`src/sv/wpm_pkg.sv`:
```
package wpm_pkg;

    // Default pattern capacity in bytes
    localparam int PATTERN_MAX_DEF = 32;

    // Entries in the queue between front and back
    localparam int QUEUE_DEPTH = 2;

    localparam logic [7:0] CH_STAR  = 8'h2A;
    localparam logic [7:0] CH_QUEST = 8'h3F;
    localparam logic [7:0] CH_NUL   = 8'h00;
    localparam logic [7:0] CH_LOW_A = 8'h61;
    localparam logic [7:0] CH_LOW_Z = 8'h7A;
    localparam logic [7:0] CASE_GAP = 8'h20;

    typedef enum logic [1:0] {
        ACT_APPEND  = 2'd0,
        ACT_CLEAR   = 2'd1,
        ACT_SUBJECT = 2'd2,
        ACT_END     = 2'd3
    } t_action;

    // Classified word, as handed from front to back
    typedef struct packed {
        t_action    op;
        logic [7:0] ch;        // case-folded byte
        logic       is_star;
        logic       is_quest;
        logic       is_nul;
    } t_cmd;

    function automatic logic [7:0] fold_case(input logic [7:0] c);
        logic [7:0] r;
        r = c;
        if (c >= CH_LOW_A && c <= CH_LOW_Z) begin
            r = c - CASE_GAP;
        end
        return r;
    endfunction

endpackage

```
`src/sv/wpm_front.sv`:
```
module wpm_front (
    input  logic             i_tvalid,
    input  logic [1:0]       i_tuser,
    input  logic [7:0]       i_tdata,
    output logic             o_push,
    output wpm_pkg::t_cmd    o_cmd
);

    always_comb begin
        o_cmd.op       = wpm_pkg::t_action'(i_tuser);
        o_cmd.ch       = wpm_pkg::fold_case(i_tdata);
        o_cmd.is_star  = (i_tdata == wpm_pkg::CH_STAR);
        o_cmd.is_quest = (i_tdata == wpm_pkg::CH_QUEST);
        o_cmd.is_nul   = (i_tdata == wpm_pkg::CH_NUL);
        // drop zero pattern bytes here; they never reach the back
        o_push = i_tvalid &&
                 !(o_cmd.op == wpm_pkg::ACT_APPEND && o_cmd.is_nul);
    end

endmodule

```
`src/sv/wpm_queue.sv`:
```
module wpm_queue (
    input  logic             i_clk,
    input  logic             i_rst_n,
    input  logic             i_push,
    input  wpm_pkg::t_cmd    i_cmd,
    output logic             o_ready,
    output logic             o_valid,
    output wpm_pkg::t_cmd    o_cmd,
    input  logic             i_pop
);

    localparam int DEPTH = wpm_pkg::QUEUE_DEPTH;
    localparam int AW    = (DEPTH > 1) ? $clog2(DEPTH) : 1;
    localparam int CW    = $clog2(DEPTH + 1);

    wpm_pkg::t_cmd r_mem [DEPTH];
    logic [AW-1:0] r_wr_ptr;
    logic [AW-1:0] r_rd_ptr;
    logic [CW-1:0] r_count;
    logic          wr;
    logic          rd;

    assign o_ready = (r_count != CW'(DEPTH));
    assign o_valid = (r_count != '0);
    assign o_cmd   = r_mem[r_rd_ptr];
    assign wr      = i_push && o_ready;
    assign rd      = i_pop && o_valid;

    always_ff @(posedge i_clk) begin
        if (!i_rst_n) begin
            r_wr_ptr <= '0;
            r_rd_ptr <= '0;
            r_count  <= '0;
        end else begin
            if (wr) begin
                r_wr_ptr <= (r_wr_ptr == AW'(DEPTH - 1)) ? '0 : r_wr_ptr + 1'b1;
            end
            if (rd) begin
                r_rd_ptr <= (r_rd_ptr == AW'(DEPTH - 1)) ? '0 : r_rd_ptr + 1'b1;
            end
            if (wr && !rd) begin
                r_count <= r_count + 1'b1;
            end else if (rd && !wr) begin
                r_count <= r_count - 1'b1;
            end
        end
    end

    always_ff @(posedge i_clk) begin
        if (wr) begin
            r_mem[r_wr_ptr] <= i_cmd;
        end
    end

endmodule

```
`src/sv/wpm_back.sv`:
```
module wpm_back #(
    parameter int PATTERN_MAX = wpm_pkg::PATTERN_MAX_DEF
) (
    input  logic             i_clk,
    input  logic             i_rst_n,
    input  logic             i_cmd_valid,
    input  wpm_pkg::t_cmd    i_cmd,
    output logic             o_cmd_ready,
    output logic             o_m_tvalid,
    input  logic             i_m_tready,
    output logic             o_match,
    output logic             o_overflow
);

    localparam int W  = PATTERN_MAX + 1;
    localparam int LW = $clog2(W);

    logic [7:0]             r_pat_ch [PATTERN_MAX];
    logic [PATTERN_MAX-1:0] r_pat_star;
    logic [PATTERN_MAX-1:0] r_pat_quest;
    logic [PATTERN_MAX-1:0] r_mask;
    logic [LW-1:0]          r_len;
    logic [W-1:0]           r_active;
    logic                   r_ovf;
    logic                   r_out_valid;
    logic                   r_match;
    logic                   r_out_ovf;

    logic [W-1:0]           star_v;
    logic [W-1:0]           closed;
    logic [PATTERN_MAX-1:0] adv;
    logic [PATTERN_MAX-1:0] stay;
    logic [W-1:0]           n_active;
    logic                   n_out_valid;
    logic                   full;
    logic                   pop;

    // Star closure as a carry chain: a carry started at an active star
    // runs through the following stars and lands one past the run.
    always_comb begin
        star_v = {1'b0, r_pat_star & r_mask};
        closed = r_active | ((star_v + (r_active & star_v)) ^ star_v);
        for (int i = 0; i < PATTERN_MAX; i++) begin
            stay[i] = closed[i] & r_mask[i] & r_pat_star[i];
            adv[i]  = closed[i] & r_mask[i] & ~r_pat_star[i] &
                      (r_pat_quest[i] | (r_pat_ch[i] == i_cmd.ch));
        end
        n_active = i_cmd.is_nul ? '0 : ({adv, 1'b0} | {1'b0, stay});
    end

    assign full        = (r_len == LW'(PATTERN_MAX));
    assign pop         = i_cmd_valid &&
                         (i_cmd.op != wpm_pkg::ACT_END || !r_out_valid || i_m_tready);
    assign n_out_valid = (pop && i_cmd.op == wpm_pkg::ACT_END) ||
                         (r_out_valid && !i_m_tready);
    assign o_cmd_ready = pop;
    assign o_m_tvalid  = r_out_valid;
    assign o_match     = r_match;
    assign o_overflow  = r_out_ovf;

    always_ff @(posedge i_clk) begin
        if (!i_rst_n) begin
            r_len       <= '0;
            r_mask      <= '0;
            r_active    <= W'(1);
            r_ovf       <= 1'b0;
            r_out_valid <= 1'b0;
        end else begin
            r_out_valid <= n_out_valid;
            if (pop) begin
                unique case (i_cmd.op)
                    wpm_pkg::ACT_APPEND: begin
                        if (!full) begin
                            r_len  <= r_len + 1'b1;
                            r_mask <= (r_mask << 1) | PATTERN_MAX'(1);
                        end else begin
                            r_ovf <= 1'b1;
                        end
                    end
                    wpm_pkg::ACT_CLEAR: begin
                        r_len    <= '0;
                        r_mask   <= '0;
                        r_ovf    <= 1'b0;
                        r_active <= W'(1);
                    end
                    wpm_pkg::ACT_SUBJECT: begin
                        r_active <= n_active;
                    end
                    wpm_pkg::ACT_END: begin
                        r_match     <= closed[r_len];
                        r_out_ovf   <= r_ovf;
                        r_active    <= W'(1);
                    end
                endcase
            end
        end
    end

    // Pattern cells: write the slot at the current length
    always_ff @(posedge i_clk) begin
        if (pop && i_cmd.op == wpm_pkg::ACT_APPEND && !full) begin
            for (int i = 0; i < PATTERN_MAX; i++) begin
                if (r_len == LW'(i)) begin
                    r_pat_ch[i]    <= i_cmd.ch;
                    r_pat_star[i]  <= i_cmd.is_star;
                    r_pat_quest[i] <= i_cmd.is_quest;
                end
            end
        end
    end

endmodule

```
`src/sv/wildcard_pattern_matcher_top.sv`:
```
// Wildcard pattern matcher ('*' any run, '?' any one byte, letters match
// regardless of case).
// Input stream: each word carries an action in i_s_tuser and a byte in
// i_s_tdata. Append words build the pattern one byte at a time (zero bytes
// are ignored, bytes past PATTERN_MAX are dropped and flagged), a clear
// word empties it, subject words stream the text to test, and an end word
// produces one result word and rearms for the next subject.
// Output stream: one word per end word, o_m_tdata bit 0 = match,
// bit 1 = pattern overflow since the last clear or reset.
// Throughput: one input word per cycle, sustained while no end word waits
// on a stalled output; the subject update is a bit-parallel step over all
// pattern positions (one carry chain of PATTERN_MAX+1 bits for star runs
// plus per-position compares). The result word passes through the front
// queue and is then registered by the engine.
// Reset: the pattern is empty, the overflow flag is clear, no result is
// pending, and the input is ready once reset is released.
// Stall: a stalled output holds its word; the queue keeps taking words
// until it fills, and only an end word waits on the output register.
module wildcard_pattern_matcher_top #(
    parameter int PATTERN_MAX = wpm_pkg::PATTERN_MAX_DEF
) (
    input  logic       i_clk,
    input  logic       i_rst_n,
    input  logic       i_s_tvalid,
    output logic       o_s_tready,
    input  logic [7:0] i_s_tdata,   // [7:0] character
    input  logic [1:0] i_s_tuser,   // [1:0] action
    output logic       o_m_tvalid,
    input  logic       i_m_tready,
    output logic [7:0] o_m_tdata    // [0] match, [1] pattern_overflow, [7:2] zero
);

    wpm_pkg::t_cmd front_cmd;
    wpm_pkg::t_cmd q_cmd;
    logic          front_push;
    logic          q_valid;
    logic          q_pop;
    logic          match;
    logic          overflow;

    // Classify the incoming word and fold its byte
    wpm_front u_front (
        .i_tvalid (i_s_tvalid),
        .i_tuser  (i_s_tuser),
        .i_tdata  (i_s_tdata),
        .o_push   (front_push),
        .o_cmd    (front_cmd)
    );

    // Decouple the front from the engine
    wpm_queue u_queue (
        .i_clk   (i_clk),
        .i_rst_n (i_rst_n),
        .i_push  (front_push),
        .i_cmd   (front_cmd),
        .o_ready (o_s_tready),
        .o_valid (q_valid),
        .o_cmd   (q_cmd),
        .i_pop   (q_pop)
    );

    // Pattern store, active-position set and result register
    wpm_back #(
        .PATTERN_MAX (PATTERN_MAX)
    ) u_back (
        .i_clk       (i_clk),
        .i_rst_n     (i_rst_n),
        .i_cmd_valid (q_valid),
        .i_cmd       (q_cmd),
        .o_cmd_ready (q_pop),
        .o_m_tvalid  (o_m_tvalid),
        .i_m_tready  (i_m_tready),
        .o_match     (match),
        .o_overflow  (overflow)
    );

    assign o_m_tdata = {6'b0, overflow, match};

endmodule

```
`config.mk`:
```
export PLATFORM = sky130hd
export DESIGN_NAME = wildcard_pattern_matcher_top
export DESIGN_NICKNAME = d
export VERILOG_FILES = /design/src/sv/wpm_pkg.sv /design/src/sv/wpm_front.sv /design/src/sv/wpm_queue.sv /design/src/sv/wpm_back.sv /design/src/sv/wildcard_pattern_matcher_top.sv
export SDC_FILE = /design/constraint.sdc
export NUM_CORES = 1
export LEC_CHECK = 0
export ABC_AREA = 1
export BUFFER_PORTS_ARGS = -buffer_cell sky130_fd_sc_hd__buf_2
export CAP_MARGIN = 20
export CORE_AREA = 2 2 214 216
export CTS_CLUSTER_DIAMETER = 80
export DETAILED_ROUTE_END_ITERATION = 7
export DIE_AREA = 0 0 216 218
export PLACE_DENSITY = 0.73
export SLEW_MARGIN = 25
export SYNTH_ARGS = -nofsm -noshare
export SYNTH_HDL_FRONTEND = slang
export SYNTH_SLANG_ARGS = --single-unit
```
`constraint.sdc`:
```
create_clock -name i_clk -period 3.1 [get_ports i_clk]
set_clock_uncertainty 0.2 [all_clocks]
set_input_delay 0.155 -clock i_clk [delete_from_list [all_inputs] [get_ports i_clk]]
set_output_delay 0.155 -clock i_clk [all_outputs]
set_load 0.1 [all_outputs]
```
==> out/metrics.yaml, run 1 <==
clock_tree:
  cts_sinks: 426
  htree_levels: 2
  clockBufferDepth: 3
  cts_buffers: 44
  cts_root_buffer: "clkbuf_16"
  cts_tree: "yes"
  cts_setup_buffers: 0
  clk_pin_slew_worst_paths_ps: 60
  clk_latency_ps: 560
sta:
  max_clock_freq_mhz: 335
  max-slew-margin-rel_pct: 39.4
  report.final.hold_viol_count: 0
  worstMarginPinSlew_ps: 905
  fin_crit_ps: 2980
  setup_viol: 0
  period_share_pct: 96.2
  slew_violations: 0
  setup_slack_ps: 117
yosys:
  synth_top_family_by_area: "simple AND/OR/NAND/NOR gates"
  synth_area_per_cell_um2: 9.77
  synth_area_um2: 20000
  synth_fa_ha_area_share_pct: 0.437
  synth_compound_area_share_pct: 6.31
  synthDistinctLibCells: 44
  ys.warnings.count: 0
  synth_edf_count: 348
  yosysSeqAreaShare_pct: 60.0
  async_flop_share_pct: 0
  synth_xor_area_share_pct: 8.31
  synth-simple-area-share_pct: 20.4
  synthMuxAreaShare_pct: 0
  ys.flop_type: "edfxtp_1"
  syn_inst: 2051
  ys_ff_latch: 426
worst_setup_path:
  crit_cells: 9
  cp_top_family: "simple AND/OR/NAND/NOR gates"
  crit_chain: "inv_2 > or2_1 > o21ai_2 > inv_2 > nor2_2 > inv_2 > nor3_4 > nand2_1 > nor2_1"
  cpMaxStageDelayCell: "nor2_1"
  r2r_setup_slack_ps: 120
  crit_buf_inv: 3
  crit_arrival_ps: 2970
  cp-end-kind: "flop"
  cp_slowest_stage_delay_ps: 780
  path_max_fanout: 10
  worstRegToRegCells: 9
  critPathKind: "reg -> reg"
  worstReg2RegEnd: "u_back.r_pat_star[19]"
  setup.worst_path.start_class: "flop"
  cpMostUsedCell: "inv_2"
  crit_path_end: "u_back.r_pat_star[19]"
  critPathRequiredTime_ps: 3090
global_routing:
  overflow: 0
  grt_max_degree: 54
  grt_pass1_vias: 14300
  grt_pass1_wl_um: 81500
  grt_antenna_before_repair: 3
  grt.total_usage_pct: 22.5
finish:
  num-nets-final: 2169
  layout-drive-gt1-share_pct: 9.40
  syn2layout_area_growth_pct: 14.3
  n_antenna_cell: 0
  fillers: 3940
power_and_ir_drop:
  p_total_uw: 17300
  power_leakage_uw: 0.00864
  power.density_nw_per_um2: 756
  peakVddDrop_uv: 504
placed_design:
  gp_congestion: 0.932
  port_buffers: 17
  dpl_worst_slack_ps: 101
  dp_hpwl_um: 36500
floorplan:
  die_h_um: 218
  initial_core_util_pct: 44.6
  num_io_pins: 24
  die-area_um2: 47100
  die_w_um: 216
  rows: 78
  core_um2: 44900
drt:
  wl_per_cell_um: 19.1
  drtPass1Iterations: 5
  first_iter_violations: 1521
  vias_per_cell: 5.31
  drc_errors: 0
  final_antenna_net_count: 0
  num_vias: 14800
  drt_wl_total_um: 53200
job:
  drv_cap: 0
outcome:
  outcome: "finished, final reports clean"
min_path:
  hold_class: "in -> reg"
cells in the mapped netlist (2+ instances only):
library cell / instances / share of area [%]
and2_1: 4 / 0.12
o22ai_1: 14 / 0.44
ha_1: 7 / 0.44
o21ai_2: 3 / 0.13
inv_1: 154 / 2.9
inv_2: 7 / 0.13
nand4_1: 22 / 0.69
buf_2: 25 / 0.62
nor3b_1: 3 / 0.11
a21oi_1: 100 / 2.5
nor2_2: 2 / 0.062
xor2_1: 95 / 4.2
o31ai_1: 3 / 0.11
nand3_1: 82 / 2.0
nand2_2: 4 / 0.12
nand3b_1: 13 / 0.49
a221oi_1: 5 / 0.22
nand2_4: 2 / 0.11
xnor2_1: 95 / 4.2
nor3_1: 21 / 0.52
a31oi_1: 11 / 0.34
o2111ai_1: 3 / 0.13
nand2_1: 575 / 11
a211oi_1: 5 / 0.19
nor2_1: 214 / 4.0
edfxtp_1: 348 / 52
dfxtp_1: 78 / 7.8
nor4_1: 18 / 0.56
o21a_1: 2 / 0.075
o21bai_1: 5 / 0.19
o21ai_1: 2 / 0.050
a22o_1: 4 / 0.17
o21ai_0: 64 / 1.6
clkbuf_1: 19 / 0.36
or2_2: 18 / 0.56
o211ai_1: 2 / 0.075
buf_4: 15 / 0.56
what timing repair did:
item,CTS,global route
gates resized for setup,0,9
hold buffers,14,0
setup endpoints to repair,0,22
hold endpoints to repair,48,0
worst min path at each step:
stage                       startpoint                   end  slack, ps  depth (start not counted)
after floorplan                i_rst_n    u_back.r_active[0]         50                          1
after global placement    i_s_tuser[1]  u_queue.r_mem[0][12]        160                          1
after detailed placement  i_s_tuser[1]  u_queue.r_mem[0][12]        170                          1
after CTS                 i_s_tuser[1]  u_queue.r_mem[0][12]        130                          2
after global routing      i_s_tdata[2]   u_queue.r_mem[0][5]        160                          2
final                     i_s_tdata[2]   u_queue.r_mem[0][5]        150                          2
where the power goes:
part	switching, uW	internal (uW)	total, uW
combinational	3410	1630	5030
sequential	67.8	6920	6990
clock	2210	3090	5290
kinds of logic (layout without fill, tap and decap cells):
kind of cell,count (synthesis),count (layout)
compound gates,225,225
xor+xnor,190,190
fa+ha+maj,7,7
buf+inv,221,347
flops,426,426
other cells,1,6
simple gates,981,981
routing by layer:
metal  global-route usage, %  up-vias  wire length (um)
met1                    31.2     7098             23200
li1                        -     7045                 -
met5                       0        -                13
met3                    2.82       90              3810
met4                    6.60        2              1280
met2                    37.3      546             24900
area by class of cell:
class	instances	area (um2)	area share, %
well taps	600	751	3.28
multi-input cells	1409	7180	31.4
clock inverters	26	269	1.17
flip-flops and latches	426	12000	52.5
repair buffers	106	926	4.04
clock buffers	54	1160	5.06
inverters	161	604	2.64
stage by stage:
step	hold WS, ps	area [um2]	TNS (ps)	utilization, %	instances
5_1_grt	162	22900	-18.6	51.0	2782
4_1_cts	129	22900	0	50.9	2782
6_report	151	22900	0	51.0	2782
2_1_floorplan	53.6	20100	0	-	2056
3_3_place_gp	164	21300	0	47.4	2688
3_5_place_dp	169	21300	0	47.5	2688
placed cells by master, fill, tap and decap left out, types with 45 or more instances in the layout:
cell,n
clkbuf_16,45
nand2_1,571
edfxtp_1,348
buf_4,64
xor2_1,95
o21ai_0,64
a21oi_1,100
nor2_1,207
inv_1,154
dfxtp_1,78
xnor2_1,95
nand3_1,81
state kept, by name, indices dropped and copies added (netlist names), named ones only:
| name | count |
|---|---|
| u_queue.r_count | 2 |
| u_back.r_active | 33 |
| u_queue.r_mem | 26 |
| u_queue.r_wr_ptr | 1 |
| u_back.r_mask | 32 |
| u_back.r_len | 6 |
| u_back.o_match | 1 |
| u_back.o_m_tvalid | 1 |
| u_back.r_pat_ch | 256 |
| u_back.o_overflow | 1 |
| u_back.r_pat_quest | 32 |
| u_back.r_ovf | 1 |
| u_queue.r_rd_ptr | 1 |
| u_back.r_pat_star | 32 |
Power figures use the tool's default switching activity.
==> inputs of run 2 (changes only) <==
CTS_BUF_LIST = sky130_fd_sc_hd__clkbuf_8   (was not set)
==> run 2 against run 1 <==
Worst setup slack improved by 28 ps. Critical path depth is 7 higher. Non-clock buffer count did not move. Cell area is essentially flat. Via count grew 0.34%. Cell count grew 1.7%. Worst hold slack worse by 58 ps. Clock-buffer cell count is 21 higher. Core utilization hardly changed. First-iteration DRC count is 6.3% lower. Highest routed layer is now met4.
==> out/metrics.yaml, run 2 (synthesis gave the netlist of run 1 again) <==
placed_design:
  place_area_um2: 21300  # unchanged
  dp_hpwl_um: 36500  # unchanged
  port_buffers: 17  # unchanged
  gp_congestion: 0.932  # unchanged
finish:
  top_regs: "u_back.r_pat_ch x256, u_back.r_active x33"
  n_antenna_cell: 0  # unchanged
  syn2layout_area_growth_pct: 14.2  # about the same
  mostFrequentLayoutCell: "nand2_1"
  fillers: 3969  # +0.74%
  finish.instance_area_um2: 22900  # about the same
  final_cell_mix: "nand2_1 (570), edfxtp_1 (348), nor2_1 (207)"
  num-nets-final: 2196  # +1.2%
  fin_util_pct: 51.0  # about the same
  largest_register_ff_count: 256  # unchanged
  layout-drive-gt1-share_pct: 10.7  # +1.3 points
  multi_input_area_um2: 7180  # about the same
  largest_register: "u_back.r_pat_ch"
  seqCellArea_um2: 12000  # unchanged
worst_setup_path:
  critPathRequiredTime_ps: 3250  # +160 ps
  cpMostUsedCell: "nand2_1"
  path_max_fanout: 4  # -6
  cp-end-kind: "flop"
  setup.worst_path.start_class: "flop"
  critPathKind: "reg -> reg"
  cp_slowest_stage_delay_ps: 520  # -260 ps
  crit_arrival_ps: 3100  # +130 ps
  cpMaxStageDelayCell: "edfxtp_1"
  crit_chain: "nand2_1 > nor2_1 > nand2_1 > o21ai_0 > inv_1 > nand3_1 > nand2_1 > nand3_2 > nand2_1 > nand2_1 > nor2_1 > nor2_1 > nor2_1 > nand2_1 > nand2_1 > nand2_1"
drt:
  drt_wl_total_um: 52600  # -1.1%
  drtPass1Iterations: 5  # unchanged
  final_antenna_net_count: 0  # unchanged
  vias_per_cell: 5.24  # -1.3%
  wl_per_cell_um: 18.6  # -2.7%
  first_iter_violations: 1425  # -6.3%
  drc_errors: 0  # unchanged
  num_vias: 14800  # +0.34%
sta:
  fin_crit_ps: 2960  # -28.1 ps
  setup_viol: 0  # unchanged
  slew_violations: 0  # unchanged
  max-slew-margin-rel_pct: 36.8  # -2.7 points
  period_share_pct: 95.3  # -0.90 points
  max_clock_freq_mhz: 338  # +0.95%
  timing.hold.ws_ps: 92.9  # -57.9 ps
  setup_tns_ps: 0  # unchanged
  worstMarginPinSlew_ps: 945  # +39.9 ps
  report.final.hold_viol_count: 0  # unchanged
power_and_ir_drop:
  seqPwrFrac_pct: 41.2  # +0.8 points
  sw_frac_of_total_pct: 33.4  # +0.63 points
  p_sw_uw: 5670  # -0.14%
  p_total_uw: 17000  # -2.0%
  combPwrFrac_pct: 29.5  # +0.4 points
  power_leakage_uw: 0.00875  # +1.2%
  p_int_uw: 11300  # -2.9%
  peakVddDrop_uv: 385  # -24%
  power.density_nw_per_um2: 741  # -2.0%
  pwr-share-clk_pct: 29.3  # -1.3 points
global_routing:
  grt_antenna_before_repair: 1  # -2
  grt_pass1_wl_um: 81200  # -0.30%
  overflow: 0  # unchanged
  grt_pass1_vias: 14400  # +1.1%
  grt.total_usage_pct: 22.5  # -0.078 points
  grt_max_degree: 54  # unchanged
floorplan:
  rows: 78  # unchanged
  num_io_pins: 24  # unchanged
  die_h_um: 218  # unchanged
  die_w_um: 216  # unchanged
  core_um2: 44900  # unchanged
  initial_core_util_pct: 44.6  # unchanged
  die-area_um2: 47100  # unchanged
clock_tree:
  cts_sinks: 426  # unchanged
  cts_setup_buffers: 0  # unchanged
  cts_tree: "yes"
  htree_levels: 3  # +1
  cts_buffers: 71  # +61%
  clk_pin_slew_worst_paths_ps: 60  # about the same
  clk_latency_ps: 610  # +50 ps
  clockBufferDepth: 3  # unchanged
  cts_root_buffer: "clkbuf_8"
outcome:
  outcome: "finished, final reports clean"
min_path:
  hold_class: "in -> reg"
job:
  drv_cap: 0  # unchanged
==> run 2: area by class of cell <==
type | count | share of cell area (%)
clock inverter | 51 | 1.65
multi-input combinational | 1409 | 31.4
clock buffer | 75 | 4.51
inverter | 161 | 2.64
timing repair buffer | 106 | 4.05
tap | 600 | 3.28
sequential | 426 | 52.5
==> run 2: critical path, delay by kind of cell, from the launching register on <==
family / cells / cell delay (ps)
DFF: 1 / 520
and+or+nand+nor: 14 / 1630
buffers and inverters: 1 / 100
AOI/OAI and AO/OA: 1 / 220
==> run 2: power groups by stage <==
| stage | Sequential [uW] | Combinational [uW] | Clock, uW |
|---|---|---|---|
| 2_1_floorplan | 7130 | 3070 | 0 |
| 3_3_place_gp | 7100 | 4860 | 0 |
| 3_5_place_dp | 7100 | 4960 | 0 |
| 4_1_cts | 6980 | 5000 | 5060 |
| 5_1_grt | 7000 | 5420 | 5310 |
| 6_report | 6990 | 5010 | 4970 |
==> run 2: final timing paths <==
check,start,end,slack [ps],cells past startpoint
worst min register to register,u_back.r_ovf,u_back.o_overflow,240,0
worst max register to register,u_back.r_pat_star[8],u_back.o_match,140,16
worst min-delay path,i_s_tuser[1],u_queue.r_mem[0][12],90,2
worst max-delay path,u_back.r_pat_star[8],u_back.o_match,140,16
==> run 2: stage by stage <==
step                setup WS [ps]  instances
global route                -12.2       2828
detailed placement            101       2688
global placement              118       2688
CTS                          76.0       2828
floorplan                     142       2056
finish                        145       2828
==> run 2: repair_timing <==
item | CTS | global route
endpoints found under the hold margin | 72 | 0
setup endpoints to repair | 0 | 22
resized for setup | 0 | 10
hold buffers | 14 | 0
==> run 2: layer usage <==
layer | wire length (um) | up-vias | GRT usage (%) | share of wire, %
li1 | - | 7108 | - | -
met1 | 22900 | 7052 | 30.7 | 44
met2 | 24400 | 584 | 36.7 | 46
met3 | 4050 | 87 | 3.29 | 7.7
met4 | 1280 | 0 | 8.06 | 2.4
met5 | 0 | - | 0 | 0
==> inputs of run 3 (changes only) <==
PLACE_DENSITY = 0.71   (was 0.73)
clock period = 3.7 ns   (was 3.1 ns; I/O delays follow)
==> run 3 against run 2 <==
Worst hold slack improved by 40 ps. Core utilization down 0.50 points. Clock-buffer cell count rose by 1. Via count grew 0.92%. Sequential power shrank 16%. Flip-flop and latch count is the same. Non-clock buffer count fell by 1. Global-route usage increased by 0.25 points. Critical path type unchanged. Largest cell class unchanged.
==> out/metrics.yaml, run 3 (synthesis gave the netlist of run 1 again) <==
drt:
  num_vias: 15000  # +0.92%
  wl_per_cell_um: 18.7  # +0.56%
  final_antenna_net_count: 0  # unchanged
  drtPass1Iterations: 5  # unchanged
  first_iter_violations: 1512  # +6.1%
  vias_per_cell: 5.29  # +0.92%
  drt_wl_total_um: 52900  # +0.56%
  drc_errors: 0  # unchanged
clock_tree:
  cts_root_buffer: "clkbuf_8"
  clockBufferDepth: 3  # unchanged
  cts_tree: "yes"
  cts_sinks: 426  # unchanged
  htree_levels: 3  # unchanged
  clk_pin_slew_worst_paths_ps: 60  # about the same
  clk_latency_ps: 620  # about the same
  cts_buffers: 70  # -1.4%
job:
  drv_cap: 0  # unchanged
global_routing:
  grt_pass1_wl_um: 82300  # +1.3%
  grt_pass1_vias: 14700  # +1.7%
  grt.total_usage_pct: 22.7  # +0.25 points
  overflow: 0  # unchanged
  grt_max_degree: 54  # unchanged
  grt_antenna_before_repair: 0  # -1
min_path:
  hold_class: "in -> reg"
  worst_hold_path.num_cells: 2  # unchanged
floorplan:
  core_um2: 44900  # unchanged
  die_h_um: 218  # unchanged
  rows: 78  # unchanged
  die_w_um: 216  # unchanged
  die-area_um2: 47100  # unchanged
  num_io_pins: 24  # unchanged
  initial_core_util_pct: 44.6  # unchanged
worst_setup_path:
  crit_arrival_ps: 3420  # +320 ps
  critPathKind: "reg -> reg"
  setup.worst_path.start_class: "flop"
  worstRegToRegCells: 11  # -5
  path_max_fanout: 20  # +16
  critPathRequiredTime_ps: 4060  # +810 ps
  r2r_setup_slack_ps: 640  # +490 ps
  cp-end-kind: "flop"
finish:
  top_regs: "u_back.r_pat_ch x256, u_back.r_active x33"
  num-nets-final: 2194  # -0.091%
  final_cell_mix: "nand2_1 (571), edfxtp_1 (348), nor2_1 (212)"
  n_antenna_cell: 0  # unchanged
  syn2layout_area_growth_pct: 13.1
  largest_register: "u_back.r_pat_ch"
  layout-drive-gt1-share_pct: 10.1  # -0.67 points
  largest_register_ff_count: 256  # unchanged
  mostFrequentLayoutCell: "nand2_1"
  fillers: 3969  # unchanged
sta:
  worstMarginPinSlew_ps: 858  # -86.3 ps
  rsz0062_at_grt: "no"
  report.final.hold_viol_count: 0  # unchanged
  slew_violations: 0  # unchanged
  max-slew-margin-rel_pct: 42.6  # +5.8 points
  max_clock_freq_mhz: 326  # -3.6%
  setup_viol: 0  # unchanged
  fin_crit_ps: 3060  # +109 ps
  period_share_pct: 82.8  # -13 points
  setup_tns_ps: 0  # unchanged
power_and_ir_drop:
  peakVddDrop_uv: 460  # +19%
  p_total_uw: 13700  # -19%
  power_leakage_uw: 0.00870  # -0.57%
  power.density_nw_per_um2: 604  # -19%
placed_design:
  dp_hpwl_um: 36200  # -0.72%
  gp_congestion: 0.916  # -1.7%
  port_buffers: 17  # unchanged
outcome:
  outcome: "finished, final reports clean"
run 3: changes by cell type in the layout (fill, tap and decap cells not counted), moves of 2 or more:
| cell | before | now |
|---|---|---|
| dlygate4sd3_1 | 14 | 16 |
| buf_4 | 64 | 67 |
| buf_12 | 11 | 5 |
| inv_1 | 177 | 182 |
| clkinv_2 | 8 | 11 |
| inv_6 | 0 | 2 |
| bufinv_16 | 6 | 1 |
| nor2_1 | 207 | 212 |
| nor2_2 | 9 | 4 |
| clkinvlp_4 | 5 | 0 |
run 3: layout make-up:
type,instances,area (um2),share of cell area [%]
clock buffer,76,1050,4.62
clock inverter,51,241,1.07
inverter,161,604,2.67
multi-input combinational,1409,7160,31.6
sequential,426,12000,53.0
tap,600,751,3.31
timing repair buffer,105,848,3.74
run 3: report_power, final:
part	internal [uW]	switching, uW
registers	5800	65.7
logic	1220	2760
clock network	1970	1860
total	8990	4690
run 3: routing by layer:
metal,wire (um),vias up,part of all wire [%],GRT usage (%)
li1,-,7108,-,-
met1,22700,7134,43,30.9
met2,24200,619,46,36.1
met3,4380,106,8.3,3.92
met4,1620,0,3.1,9.61
met5,0,-,0,0
run 3: critical path, stage by stage (launching register included):
cell and delay [ps]:
dfxtp_1 300, buf_4 190, inv_2 240, nand2_1 100, nand2_2 470, buf_4 270
xor2_1 70, nor4_1 560, a21oi_1 210, o21ai_0 180, nand2_1 70, a21oi_1 130
run 3: per-stage QoR:
step	std cells	utilization [%]	worst slack (ps)	instance area, um2	hold WS, ps
finish	2828	50.5	636	22700	133
detailed placement	2685	47.2	664	21200	195
global placement	2685	47.2	691	21200	189
floorplan	2056	-	742	20100	83.6
global route	2828	50.5	363	22700	123
CTS	2828	50.5	634	22700	62.3
run 3: final timing paths:
check / from / end
max: flop / u_back.r_active[13]
min: i_s_tuser[0] / u_queue.r_mem[1][11]
max reg2reg: flop / u_back.r_active[13]
min reg2reg: u_back.r_ovf / u_back.o_overflow
run 3: what timing repair did:
item | 4_1_cts | 5_1_grt
resized for setup | 0 | 0
hold endpoints to repair | 54 | 0
hold buffers | 16 | 0
buffers inserted | 0 | 0
